`config.mk`:
```
export PLATFORM = sky130hd
export DESIGN_NAME = m4mul_ctrl
export DESIGN_NICKNAME = d
export VERILOG_FILES = /design/src/design/m4mul_pkg.sv /design/src/design/m4mul_ctrl.sv
export SDC_FILE = /design/constraint.sdc
export NUM_CORES = 1
export LEC_CHECK = 0
export BUFFER_PORTS_ARGS = -buffer_cell sky130_fd_sc_hd__buf_2
export CAP_MARGIN = 15
export CELL_PAD_IN_SITES_DETAIL_PLACEMENT = 1
export CELL_PAD_IN_SITES_GLOBAL_PLACEMENT = 1
export CORE_AREA = 2 2 45 47
export CTS_BUF_LIST = sky130_fd_sc_hd__clkbuf_8
export DETAILED_ROUTE_END_ITERATION = 12
export DIE_AREA = 0 0 47 49
export HOLD_SLACK_MARGIN = 0.15
export PLACE_DENSITY = 0.81
export SYNTH_ARGS = -nofsm -noshare
export SYNTH_HDL_FRONTEND = slang
export SYNTH_SLANG_ARGS = --single-unit
```
`constraint.sdc`:
```
create_clock -name clk -period 1.9 [get_ports clk]
set_clock_uncertainty 0.05 [all_clocks]
set_input_delay 0.19 -clock clk [delete_from_list [all_inputs] [get_ports clk]]
set_output_delay 0.19 -clock clk [all_outputs]
set_load 0.02 [all_outputs]
```
`src/design/m4mul_pkg.sv`:
```
`default_nettype none

package m4mul_pkg;

  // default sizes and fixed field widths
  localparam int DimDef       = 4;
  localparam int ElemWidthDef = 32;
  localparam int FracBits     = 16;
  localparam int ModeW        = 2;
  localparam int IndexW       = 4;
  localparam int ValueW       = 32;

  typedef enum logic [ModeW-1:0] {
    MODE_LOAD_A = 2'd0,
    MODE_LOAD_B = 2'd1,
    MODE_MULT   = 2'd2
  } m4mul_mode_t;

  typedef enum logic [1:0] {
    ST_IDLE,
    ST_ISSUE,
    ST_DRAIN,
    ST_EMIT
  } m4mul_state_t;

  // controller to datapath
  typedef struct packed {
    logic wr_a;
    logic wr_b;
    logic issue;
    logic first;
    logic emit;
    logic last;
  } m4mul_cmd_t;

  // datapath to controller
  typedef struct packed {
    logic busy;
    logic out_free;
  } m4mul_sts_t;

endpackage

`default_nettype wire

```
`src/design/m4mul_ctrl.sv`:
```
`default_nettype none

module m4mul_ctrl import m4mul_pkg::*; #(
  parameter int DIM = DimDef
) (
  input  wire logic                            clk,
  input  wire logic                            rst_n,
  input  wire logic                            in_valid,
  input  wire logic [ModeW-1:0]                in_mode,
  output logic                                 in_ready,
  input  wire m4mul_sts_t                      sts,
  output m4mul_cmd_t                           cmd,
  output logic      [$clog2(DIM*DIM)-1:0]      rd_addr_a,
  output logic      [$clog2(DIM*DIM)-1:0]      rd_addr_b,
  output logic      [IndexW-1:0]               res_index
);

  localparam int CW = $clog2(DIM);
  localparam int AW = $clog2(DIM*DIM);

  m4mul_state_t state_r, state_nxt;
  logic [CW-1:0] k_r, k_nxt;
  logic [CW-1:0] row_r, row_nxt;
  logic [CW-1:0] col_r, col_nxt;
  logic          k_end, row_end, col_end;
  logic [AW-1:0] pos;
  logic [AW+IndexW-1:0] pos_w;

  assign k_end   = (k_r == CW'(DIM - 1));
  assign row_end = (row_r == CW'(DIM - 1));
  assign col_end = (col_r == CW'(DIM - 1));

  // next state
  always_comb begin
    state_nxt = state_r;
    case (state_r)
      ST_IDLE: begin
        if (in_valid && (in_mode == MODE_MULT)) begin
          state_nxt = ST_ISSUE;
        end
      end
      ST_ISSUE: begin
        if (k_end) begin
          state_nxt = ST_DRAIN;
        end
      end
      ST_DRAIN: begin
        if (!sts.busy) begin
          state_nxt = ST_EMIT;
        end
      end
      ST_EMIT: begin
        if (sts.out_free) begin
          state_nxt = (row_end && col_end) ? ST_IDLE : ST_ISSUE;
        end
      end
      default: state_nxt = ST_IDLE;
    endcase
  end

  // outputs and counters
  always_comb begin
    cmd      = '0;
    in_ready = 1'b0;
    k_nxt    = k_r;
    row_nxt  = row_r;
    col_nxt  = col_r;
    case (state_r)
      ST_IDLE: begin
        in_ready = 1'b1;
        case (in_mode)
          MODE_LOAD_A: cmd.wr_a = in_valid;
          MODE_LOAD_B: cmd.wr_b = in_valid;
          default: ;
        endcase
      end
      ST_ISSUE: begin
        cmd.issue = 1'b1;
        cmd.first = (k_r == '0);
        k_nxt     = k_end ? '0 : k_r + CW'(1);
      end
      ST_EMIT: begin
        cmd.emit = sts.out_free;
        cmd.last = row_end && col_end;
        if (sts.out_free) begin
          row_nxt = row_end ? '0 : row_r + CW'(1);
          if (row_end) begin
            col_nxt = col_end ? '0 : col_r + CW'(1);
          end
        end
      end
      default: ;
    endcase
  end

  // a entry k*DIM+row, b entry col*DIM+k
  assign rd_addr_a = AW'(k_r) * AW'(DIM) + AW'(row_r);
  assign rd_addr_b = AW'(col_r) * AW'(DIM) + AW'(k_r);
  assign pos       = AW'(col_r) * AW'(DIM) + AW'(row_r);
  assign pos_w     = (AW+IndexW)'(pos);
  assign res_index = pos_w[IndexW-1:0];

  always_ff @(posedge clk) begin
    if (!rst_n) begin
      state_r <= ST_IDLE;
      k_r     <= '0;
      row_r   <= '0;
      col_r   <= '0;
    end else begin
      state_r <= state_nxt;
      k_r     <= k_nxt;
      row_r   <= row_nxt;
      col_r   <= col_nxt;
    end
  end

  a_idle_cnt_zero: assert property (@(posedge clk) disable iff (!rst_n)
    (state_r == ST_IDLE) |-> (k_r == '0 && row_r == '0 && col_r == '0))
    else $error("counters not back at zero in idle");

  a_busy_no_accept: assert property (@(posedge clk) disable iff (!rst_n)
    sts.busy |-> !in_ready)
    else $error("input accepted while products in flight");

endmodule

`default_nettype wire

```
==> metrics.md <==
| Metric | Value |
|---|---|
| NumNets Final | 104 |
| FF-to-FF setup slack | 0.14 ns |
| Commonest cells post-synth | ha_1 (9), dfxtp_1 (8), nor2b_1 (7), buf_4 (6), inv_1 (6) |
| Vias in the first global route | 487 |
| Yosys warning count | 0 |
| Pre-Repair DR Iteration Count | 2 |
| Post-CTS Setup Bufs | 0 |
| Register-to-Register Path Depth | 6 |
| Reg2Reg Launch Point | state_r[0]$_SDFFE_PN0P_ |
| Maximum vdd ir drop | roughly 0.00043 V |
| Required @ worst endpoint | approximately 2.0 ns |
| Root Driver | clkbuf_8 |
| CTS Sinks | 8 |
| RR Endpoint | state_r[0]$_SDFFE_PN0P_ |
| Max Clk Rate | 568 MHz |
| Slew margin rel. | 0.745 |
| Die height | ~49 um |
| Clock slew at reported path FFs | 0.04 ns |
| Row cnt | 16 |
| Hold path depth | 3 |
| Netlist cell types | 21 |
| Area delta synth->final | 26.2% |
| TritonCTS clock tree | yes |
| Overall power | 0.000882 W |
| Post-Route WL | 1530 um |
| Area contributors post-synth | dfxtp_1 (27%), ha_1 (19%), buf_4 (7.6%) |
| WL per Instance | 13.5 um |
| Overall Global Routing Usage | 0.148 |
| Worst hold start | rst_n |
| EDFF count, synth | 0 |
| Antenna cells | 0 |
| Post-synthesis register bit count | 8 |
| Avg Cell Area, Syn | 9.25 um^2 |
| Async set or reset register ratio after synthesis | 0 |
| Status | complete, no violations |
| Synthesized area | around 590 um^2 |
| RSZ-0062 raised after global routing | no |
| WHS Endpoint | state_r[0]$_SDFFE_PN0P_ |
| Io pins | 26 |
| Worst Path Max Fanout | 5 |
| Initial Utilization | 0.321 |
| Core area | 1840 um^2 |
| Die area | roughly 2300 um^2 |
| RD Place Congestion | roughly 0.62 |
| Largest net degree at the start of global routing | 10 |
| Period utilization | 0.927 |
| DRT iter0 DRCs | 2 |
| Fillers | 241 |
| H-tree depth | 1 |
| HP Class | input pin to register |
| Critical Path AT | 1.85 ns |
| Synth Instances | 64 |
| Leak pwr | 0.397 nW |
| Vias | 518 |
| Final Instance Count excl. Fillers | 113 |
| Pwr dens | 1180 nW/um^2 |
| Final Max Tran Viols | 0 |
| Top_reg_cell synth | dfxtp_1 |
| Layout cell share with drive strength beyond 1 | 0.372 |
| CP endpoint kind | register |
| GR Overflow Total | 0 |
| Dominant cell type by area after synthesis | dfxtp_1 |
| Skew-Pair Late Insertion Delay | 0.23 ns |
| First-pass GRT wire length | around 2300 um |
| PortBufs | 25 |
| Drt via density | ~4.6 |
| CP Class | register to register |
| Initial antenna violation count | 0 |
| Worst Setup Start Kind | register |
| Worst-Margin Slew | 0.382 ns |
| Post-layout util | 0.406 |
| Post_cts resized | 0 |
| CTS max path bufs | 2 |
| Die Wd | 47 um |
| Detailed-route DRC error count | 0 |
| Worst Hold Slack | 0.213 ns |
| Min Tclk post-route | 1.76 ns |
| Hold_buf cts | 0 |
| Top-count cell post-synth | ha_1 |
| Seq/Total Area, Yosys | 0.271 |
| Share of the synthesized area in the top cell type | 0.271 |
| Antenna-violating nets left | 0 |
| Max cap viols | 0 |
| Setup_tns | 0 ns |
| Hpwl dp | 1150 um |
| Post-Syn Nets | 80 |
| Cts bufs inserted | 3 |
| Setup violators final | 0 |
| Fin. Hold Viols | 0 |
| Placed Cells incl. Taps | 110 |
-- placed cells by master, fill, tap and decap left out, drive strengths merged, types with 3 or more instances in the layout --
cell type / netlist / layout
buf: 6 / 25
ha: 9 / 9
dfxtp: 8 / 8
nor2b: 7 / 7
inv: 6 / 6
nand2: 5 / 5
nand3: 3 / 3
a21oi: 3 / 3
mux2i: 3 / 3
clkbuf: 0 / 3
-- power breakdown --
| group | switching [W] | total, W | internal, W |
|---|---|---|---|
| clock network | 0.0000653 | 0.000202 | 0.000137 |
| registers | 0.0000419 | 0.000240 | 0.000199 |
| logic | 0.000265 | 0.000440 | 0.000175 |
-- cell families after synthesis --
family,synth area share
AND/OR/NAND/NOR,0.266
adder cells (fa/ha/maj),0.190
buffers and inverters,0.114
multiplexers,0.0507
AO/OA/AOI/OAI,0.108
flip-flops,0.271
-- worst max-delay path by stage --
| stage | from | endpoint | slack (ns) |
|---|---|---|---|
| final | state_r[0]$_SDFFE_PN0P_ | state_r[0]$_SDFFE_PN0P_ | 0.14 |
| after global routing | state_r[0]$_SDFFE_PN0P_ | state_r[0]$_SDFFE_PN0P_ | 0.03 |
| after CTS | state_r[1]$_SDFFE_PN0P_ | state_r[0]$_SDFFE_PN0P_ | 0.11 |
| after detailed placement | state_r[1]$_SDFFE_PN0P_ | state_r[0]$_SDFFE_PN0P_ | 0.16 |
| after global placement | state_r[1]$_SDFFE_PN0P_ | state_r[0]$_SDFFE_PN0P_ | 0.28 |
| after floorplan | state_r[1]$_SDFFE_PN0P_ | state_r[0]$_SDFFE_PN0P_ | 0.23 |
-- area by class of cell --
cell class | instances | area, um^2 | share of cell area
well taps | 27 | 33.8 | 0.0452
clock buffers | 3 | 41.3 | 0.0553
repair buffers | 25 | 125 | 0.168
flip-flops and latches | 8 | 160 | 0.214
inverters | 6 | 22.5 | 0.0302
multi-input cells | 44 | 364 | 0.487
-- registers in the layout (all words and copies together) (netlist names) --
signal   cells
row_r        2
k_r          2
col_r        2
state_r      2
-- worst max-delay path, cell delays in order, from the launching register on --
cell,delay (ns)
dfxtp_1,0.41
inv_1,0.13
ha_1,0.22
and2_0,0.17
a2111oi_4,0.39
nor2_1,0.07
a311oi_1,0.23
-- per-layer routing --
metal  part of all wire  wire, um  track usage  up-vias
met2               0.54       820        0.253       15
met5                  0         0            0        -
li1                   -         -            -      256
met3              0.043        66       0.0444        4
met1               0.39       603        0.144      243
met4              0.026        40       0.0972        0
-- per-stage QoR --
step	area, um^2	worst slack, ns
3_5_place_dp	706	0.163
6_report	747	0.138
4_1_cts	747	0.110
5_1_grt	747	0.0344
3_3_place_gp	706	0.283
2_1_floorplan	592	0.228
(Power assumes the default switching activity.)
