**src/design/m4mul_pkg.sv**
```systemverilog
`default_nettype none

package m4mul_pkg;

  // default sizes and fixed field widths
  localparam int DimDef       = 4;
  localparam int ElemWidthDef = 32;
  localparam int FracBits     = 16;
  localparam int ModeW        = 2;
  localparam int IndexW       = 4;
  localparam int ValueW       = 32;

  typedef enum logic [ModeW-1:0] {
    MODE_LOAD_A = 2'd0,
    MODE_LOAD_B = 2'd1,
    MODE_MULT   = 2'd2
  } m4mul_mode_t;

  typedef enum logic [1:0] {
    ST_IDLE,
    ST_ISSUE,
    ST_DRAIN,
    ST_EMIT
  } m4mul_state_t;

  // controller to datapath
  typedef struct packed {
    logic wr_a;
    logic wr_b;
    logic issue;
    logic first;
    logic emit;
    logic last;
  } m4mul_cmd_t;

  // datapath to controller
  typedef struct packed {
    logic busy;
    logic out_free;
  } m4mul_sts_t;

endpackage

`default_nettype wire

```
**src/design/m4mul_ram.sv**
```systemverilog
`default_nettype none

module m4mul_ram #(
  parameter int WIDTH = 32,
  parameter int DEPTH = 16
) (
  input  wire logic                     clk,
  input  wire logic                     we,
  input  wire logic [$clog2(DEPTH)-1:0] waddr,
  input  wire logic [WIDTH-1:0]         wdata,
  input  wire logic                     re,
  input  wire logic [$clog2(DEPTH)-1:0] raddr,
  output logic      [WIDTH-1:0]         rdata
);

  logic [WIDTH-1:0] mem_r [DEPTH];

  always_ff @(posedge clk) begin
    if (we) begin
      mem_r[waddr] <= wdata;
    end
    if (re) begin
      rdata <= mem_r[raddr];
    end
  end

endmodule

`default_nettype wire

```
**src/design/m4mul_dp.sv**
```systemverilog
`default_nettype none

module m4mul_dp import m4mul_pkg::*; #(
  parameter int DIM        = DimDef,
  parameter int ELEM_WIDTH = ElemWidthDef
) (
  input  wire logic                       clk,
  input  wire logic                       rst_n,
  input  wire m4mul_cmd_t                 cmd,
  input  wire logic [$clog2(DIM*DIM)-1:0] rd_addr_a,
  input  wire logic [$clog2(DIM*DIM)-1:0] rd_addr_b,
  input  wire logic [IndexW-1:0]          res_index,
  input  wire logic [IndexW-1:0]          in_element_index,
  input  wire logic [ValueW-1:0]          in_element_value,
  input  wire logic                       out_ready,
  output logic                            out_valid,
  output logic      [IndexW-1:0]          out_result_index,
  output logic      [ValueW-1:0]          out_result_value,
  output logic                            out_last,
  output m4mul_sts_t                      sts
);

  localparam int Cells = DIM * DIM;
  localparam int AW    = $clog2(Cells);
  localparam int EW    = ELEM_WIDTH;
  localparam int PW    = 2 * EW;
  localparam int ACC_W = PW + $clog2(DIM) + 1;
  localparam int RW    = ACC_W - FracBits;

  logic [AW+IndexW-1:0] widx;
  logic                 idx_ok;
  logic [EW-1:0]        rdata_a, rdata_b;
  logic                 rd_v_r, rd_first_r;
  logic                 prod_v_r, prod_first_r;
  logic signed [PW-1:0]    prod_r;
  logic signed [ACC_W-1:0] acc_r;
  logic signed [ACC_W-1:0] rnd_sum;
  logic signed [RW-1:0]    shifted;
  logic                    fits;
  logic signed [EW-1:0]    sat;
  logic                    out_valid_r;
  logic [IndexW-1:0]       res_index_r;
  logic [ValueW-1:0]       res_value_r;
  logic                    last_r;

  assign widx   = (AW+IndexW)'(in_element_index);
  assign idx_ok = (widx < (AW+IndexW)'(Cells));

  m4mul_ram #(.WIDTH(EW), .DEPTH(Cells)) u_ram_a (
    .clk   (clk),
    .we    (cmd.wr_a && idx_ok),
    .waddr (widx[AW-1:0]),
    .wdata (in_element_value[EW-1:0]),
    .re    (cmd.issue),
    .raddr (rd_addr_a),
    .rdata (rdata_a)
  );

  m4mul_ram #(.WIDTH(EW), .DEPTH(Cells)) u_ram_b (
    .clk   (clk),
    .we    (cmd.wr_b && idx_ok),
    .waddr (widx[AW-1:0]),
    .wdata (in_element_value[EW-1:0]),
    .re    (cmd.issue),
    .raddr (rd_addr_b),
    .rdata (rdata_b)
  );

  // round half up, then clamp to the element range
  assign rnd_sum = acc_r + (ACC_W'(1) <<< (FracBits - 1));
  assign shifted = rnd_sum[ACC_W-1:FracBits];
  assign fits    = (&shifted[RW-1:EW-1]) || !(|shifted[RW-1:EW-1]);
  assign sat     = fits ? shifted[EW-1:0]
                 : (shifted[RW-1] ? {1'b1, {(EW-1){1'b0}}} : {1'b0, {(EW-1){1'b1}}});

  always_ff @(posedge clk) begin
    if (!rst_n) begin
      rd_v_r      <= 1'b0;
      prod_v_r    <= 1'b0;
      out_valid_r <= 1'b0;
    end else begin
      rd_v_r   <= cmd.issue;
      prod_v_r <= rd_v_r;
      if (cmd.emit) begin
        out_valid_r <= 1'b1;
      end else if (out_ready) begin
        out_valid_r <= 1'b0;
      end
    end
  end

  always_ff @(posedge clk) begin
    rd_first_r   <= cmd.first;
    prod_first_r <= rd_first_r;
    if (rd_v_r) begin
      prod_r <= PW'(signed'(rdata_a)) * PW'(signed'(rdata_b));
    end
    if (prod_v_r) begin
      acc_r <= prod_first_r ? ACC_W'(prod_r) : acc_r + ACC_W'(prod_r);
    end
    if (cmd.emit) begin
      res_index_r <= res_index;
      res_value_r <= ValueW'(sat);
      last_r      <= cmd.last;
    end
  end

  assign sts.busy         = rd_v_r || prod_v_r;
  assign sts.out_free     = !out_valid_r || out_ready;
  assign out_valid        = out_valid_r;
  assign out_result_index = res_index_r;
  assign out_result_value = res_value_r;
  assign out_last         = last_r;

  a_no_overwrite: assert property (@(posedge clk) disable iff (!rst_n)
    cmd.emit |-> (!out_valid_r || out_ready))
    else $error("result overwritten before taken");

  a_emit_settled: assert property (@(posedge clk) disable iff (!rst_n)
    cmd.emit |-> (!rd_v_r && !prod_v_r && !cmd.issue))
    else $error("result emitted while sum still in flight");

endmodule

`default_nettype wire
```
**config.mk**
```make
export PLATFORM = sky130hd
export DESIGN_NAME = m4mul_dp
export DESIGN_NICKNAME = d
export VERILOG_FILES = /design/src/design/m4mul_pkg.sv /design/src/design/m4mul_ram.sv /design/src/design/m4mul_dp.sv
export SDC_FILE = /design/constraint.sdc
export NUM_CORES = 2
export LEC_CHECK = 0
export ABC_AREA = 1
export BUFFER_PORTS_ARGS = -buffer_cell sky130_fd_sc_hd__buf_2
export CAP_MARGIN = 20
export CORE_ASPECT_RATIO = 1.75
export CORE_UTILIZATION = 70
export CTS_BUF_LIST = sky130_fd_sc_hd__clkbuf_8 sky130_fd_sc_hd__clkbuf_16
export DETAILED_ROUTE_END_ITERATION = 10
export GPL_TIMING_DRIVEN = 0
export PLACE_DENSITY_LB_ADDON = 0.12
export SETUP_SLACK_MARGIN = 0.2
export SYNTH_ARGS = -nofsm -noshare
export SYNTH_HDL_FRONTEND = slang
export SYNTH_SLANG_ARGS = --single-unit
```
**constraint.sdc**
```tcl
create_clock -name clk -period 14.9 [get_ports clk]
set_input_delay 1.49 -clock clk [delete_from_list [all_inputs] [get_ports clk]]
set_output_delay 1.49 -clock clk [all_outputs]
set_load 0.01 [all_outputs]
```
==> flow_metrics.py, run 1 <==
metrics = {
    "global_routing": {
        "grt_pass1_wl_um": 708000,
        "grt-ovfl-total": 731,
        "grt_pass1_vias": 92000,
        "grt_max_degree": 66,
        "gr-usage-all-layers_pct": 72.8,
    },
    "logic_synthesis": {
        "ys_types": 40,
        "synthTopCellsByArea": "edfxtp_1 40%, fa_1 23%, inv_1 8.3%",
        "synth_top_area_share_pct": 40.5,
        "synth.mux.area_fraction_pct": 2.75,
        "yosys.area_share.simple_pct": 11.7,
        "ys_ff_latch": 1261,
        "ys_seq_area_share_pct": 40.6,
        "yosysWarnings": 0,
        "syn_avg_cell_area_sq_um": 9.98,
        "syn_area_sq_um": 93200,
        "postSynthCellCount": 9339,
        "synth_fa_ha_area_share_pct": 26.6,
        "syn-num-nets": 10700,
        "synth_compound_area_share_pct": 7.35,
        "synth_xor_area_share_pct": 1.01,
        "synth_top_area_cell": "edfxtp_1",
        "synth_top_family_by_area": "adder cells",
    },
    "clock_network": {
        "cts_buffers": 104,
        "hold_buffers": 0,
        "cts.sinks": 1261,
        "cts.path.max_buffers": 3,
        "post_cts_resize_count": 0,
        "htreeDepth": 3,
        "cts_setup_buffers": 0,
        "clock-root-buffer": "clkbuf_16",
    },
    "placed_design": {
        "gp_congestion": 1.22,
        "dp.final_hpwl_um": 289000,
        "io_buffer_count": 90,
    },
    "die": {
        "fp.dieW_um": 278,
        "fp.dieH_um": 485,
        "ios": 97,
        "row_count": 176,
        "initial_core_util_pct": 70.7,
    },
    "run_status": {
        "error": "[ERROR GRT-0116] Global routing finished with congestion. Check the congestion regions in the DRC Viewer.",
        "status": "aborted with a tool error",
        "last-stage-reached": "5_1_grt",
    },
}
## through the flow
stage / utilization [%] / setup slack, ns / area (sq um) / instances
detailed placement: 74.0 / 4.61 / 97400 / 11200
floorplan: - / 7.60 / 93200 / 9339
CTS: 76.8 / 4.69 / 101000 / 11400
global placement: 72.7 / 4.77 / 95700 / 11100
## cell families after synthesis
kind of cell	count (synthesis)
multiplexers	256
adder cells (fa/ha/maj)	1334
buffers and inverters	2454
AO/OA/AOI/OAI	1204
XOR/XNOR	107
AND/OR/NAND/NOR	2723
flip-flops	1261
## Yosys cell counts
cell      instances
a211oi_1          3
a21boi_0         11
a21o_1           14
a21oi_1         430
a31oi_1          12
and2_1            6
and3_1            6
buf_1            18
buf_2            31
buf_6             6
clkbuf_1        342
dfxtp_1           5
edfxtp_1       1256
fa_1           1083
ha_1            251
inv_1          2054
inv_2             3
mux2i_1         256
nand2_1        1880
nand2_2           3
nand2_4           1
nand3_1         230
nand3_2           4
nand3b_1         10
nand4_1          38
nor2_1          459
nor2_2            7
nor2_4            1
nor3_1           40
nor3b_1           1
nor4_1            8
o211ai_1        260
o21a_1            7
o21ai_0         437
o21ai_1           2
o21bai_1         21
o31ai_1           7
or2_2            29
xnor2_1          46
xor2_1           61
## metal layers
metal,overflow,GRT usage [%]
met4,314,77.9
met5,4,19.2
met1,5,71.3
met2,389,93.9
met3,19,51.0
==> inputs of run 2 (changes only) <==
Settings changed: CORE_ASPECT_RATIO 1.75 to unset, CORE_UTILIZATION 70 to 40, CTS_BUF_LIST sky130_fd_sc_hd__clkbuf_8 sky130_fd_sc_hd__clkbuf_16 to unset, PLACE_DENSITY_LB_ADDON 0.12 to 0.15, SETUP_SLACK_MARGIN 0.2 to unset.
==> run 2 against run 1 <==
Effect of this change:
- the run now ends clean
- synthesized cell count is the same
- synthesized area did not move
==> flow_metrics.py, run 2 <==
metrics = {
    "global_routing": {
        "grt_max_degree": 67,
        "antenna_found_initial": 14,
        "gr-usage-all-layers_pct": 30.4,
        "grt-ovfl-total": 0,
        "grt_pass1_wl_um": 506000,
        "grt_pass1_vias": 69900,
    },
    "worst_setup_path": {
        "critical_path_class": "flop to flop",
        "end_kind": "flop",
        "cp-start-kind": "flop",
        "crit_arrival_ns": 10.06,
        "cp.required_ns": 15.44,
        "cp_max_fo": 11,
    },
    "clock_network": {
        "cts_tree": "done",
        "clk_latency_ns": 0.84,
        "htreeDepth": 4,
        "cts_buffers": 141,
        "cts.path.max_buffers": 3,
        "cts.sinks": 1261,
        "clock-root-buffer": "clkbuf_16",
        "cts_setup_buffers": 0,
        "clk_pin_slew_ns": 0.06,
        "post_cts_resize_count": 0,
        "hold_buffers": 0,
    },
    "sta": {
        "finalSetupViolCount": 0,
        "fin_crit_ns": 9.52,
        "clock.fmax_mhz": 105,
        "tns_ns": 0,
        "slew_headroom_pct": 12.4,
        "rsz0062_at_grt": "false",
        "hold_violations": 0,
        "worst_slew_pin_slew_ns": 1.31,
        "slew_viol_final": 0,
        "finClkSkew_ns": 0.0713,
        "finalWorstSetupSlack_ns": 5.38,
        "final.period_utilization_pct": 63.9,
    },
    "layout": {
        "drive_gt1_share_pct": 5.23,
        "postLayoutCoreUtil_pct": 45.0,
        "reg_top3": "u_ram_a.mem_r (512), u_ram_b.mem_r (512), acc_r (67)",
        "areaGrowthSynthToFinish_pct": 11.6,
        "final_cell_mix": "2054 x inv_1, 1880 x nand2_1, 1256 x edfxtp_1",
        "mostFrequentLayoutCell": "inv_1",
        "fillers": 22100,
        "fin_nets": 11100,
    },
    "logic_synthesis": {
        "syn_avg_cell_area_sq_um": 9.98,
        "yosys-top-cells-count": "2054 x inv_1, 1880 x nand2_1, 1256 x edfxtp_1",
        "syn_area_sq_um": 93200,
        "ys_async_sr_fraction_pct": 0,
        "synth_edf_count": 1256,
        "synth_top_family_by_area": "adder cells",
        "yosys.area_share.simple_pct": 11.7,
        "synth.mux.area_fraction_pct": 2.75,
        "synth_xor_area_share_pct": 1.01,
        "synth_top_area_share_pct": 40.5,
        "syn-num-nets": 10700,
        "synthTopCellsByArea": "edfxtp_1 40%, fa_1 23%, inv_1 8.3%",
        "ys_seq_area_share_pct": 40.6,
        "yosysWarnings": 0,
        "postSynthCellCount": 9339,
        "synth_top_area_cell": "edfxtp_1",
        "synth_fa_ha_area_share_pct": 26.6,
        "synth_flop_cell": "edfxtp_1",
        "ys_types": 40,
        "yosys.cell_count.top_type": "inv_1",
        "ys_ff_latch": 1261,
        "synth_compound_area_share_pct": 7.35,
    },
    "die": {
        "fp.dieW_um": 485,
        "fp.dieH_um": 485,
        "die-area_sq_um": 235000,
        "row_count": 176,
        "initial_core_util_pct": 40.4,
        "ios": 97,
        "design.core.area_sq_um": 231000,
    },
    "min_path": {
        "hold_class": "flop to flop",
    },
    "placed_design": {
        "io_buffer_count": 90,
        "gp_congestion": 1.02,
        "dp_slack_ns": 5.43,
        "dp.final_hpwl_um": 282000,
    },
    "run_status": {
        "status": "finished clean",
    },
    "routing": {
        "drt_iter0_drc": 6553,
        "wl_per_cell_um": 27.7,
        "vias_per_cell": 5.35,
        "first_pass_iters": 6,
        "dr_total_vias": 68600,
        "wl_um": 356000,
        "ant_nets": 0,
        "drc": 0,
    },
    "flow_run": {
        "timing.max_cap.violations": 0,
    },
}
-- run 2: cell counts after synthesis --
Identical to the previous run, type by type.
-- run 2: area by class of cell --
type / count / area [sq um] / area share, %
Clock inverter: 86 / 1030 / 0.987
Clock buffer: 165 / 3660 / 3.52
Tap cell: 3026 / 3790 / 3.64
Antenna cell: 13 / 32.5 / 0.0313
Inverter: 2057 / 7720 / 7.43
Timing Repair Buffer: 194 / 2050 / 1.97
Buffer: 397 / 1570 / 1.51
Sequential cell: 1261 / 37800 / 36.4
Multi-Input combinational cell: 5624 / 46300 / 44.5
-- run 2: through the flow --
stage	hold slack [ns]	cell area, sq um	std cells
after global routing	0.351	104000	12800
final	0.347	104000	12800
after CTS	0.341	104000	12800
after floorplan	0.310	93200	9339
after global placement	0.320	97400	12500
after detailed placement	0.312	99100	12600
-- run 2: path summary, 6_finish.rpt --
| path | cells after the start | to | startpoint | slack, ns |
|---|---|---|---|---|
| worst max-delay path | 27 | prod_r[60] | u_ram_b.rdata[6] | 5.38 |
| worst min-delay path | 0 | prod_first_r | rd_first_r | 0.35 |
| worst max register to register | 27 | prod_r[60] | u_ram_b.rdata[6] | 5.38 |
| worst min register to register | 0 | prod_first_r | rd_first_r | 0.35 |
-- run 2: logic make-up after synthesis --
logic type,after synthesis
AOI/OAI and AO/OA,1204
muxes,256
buffers and inverters,2454
and+or+nand+nor,2723
DFF,1261
adders and majority gates,1334
xor gates and xnor gates,107
-- run 2: per-layer routing --
| layer | up-vias | part of all wire, % | global-route usage [%] |
|---|---|---|---|
| li1 | 30200 | - | - |
| met1 | 34700 | 40 | 38.8 |
| met2 | 3014 | 47 | 49.7 |
| met3 | 717 | 7.9 | 5.85 |
| met4 | 4 | 5.5 | 14.6 |
| met5 | - | 0.047 | 0 |
-- run 2: worst max-delay path, stage by stage (launching register included) --
cell      delay [ns]
edfxtp_1        0.73
clkbuf_1        0.78
nand2_1         0.14
inv_1           0.16
fa_1            0.51
inv_1           0.18
fa_1            0.43
inv_1           0.22
fa_1            0.50
fa_1            0.88
inv_1           0.44
fa_1            0.60
inv_1           0.05
fa_1            0.53
inv_1           0.05
fa_1            0.47
inv_1           0.05
fa_1            0.45
ha_1            0.41
nand2_1         0.13
nor2_1          0.12
inv_1           0.07
nor2_1          0.13
inv_1           0.12
nor4_1          0.44
o21ai_0         0.32
nand4_1         0.17
nand2_1         0.11
Power of run 2 is not shown: default switching activity piles up to over one toggle a cycle in this logic, so the estimate is an artifact.
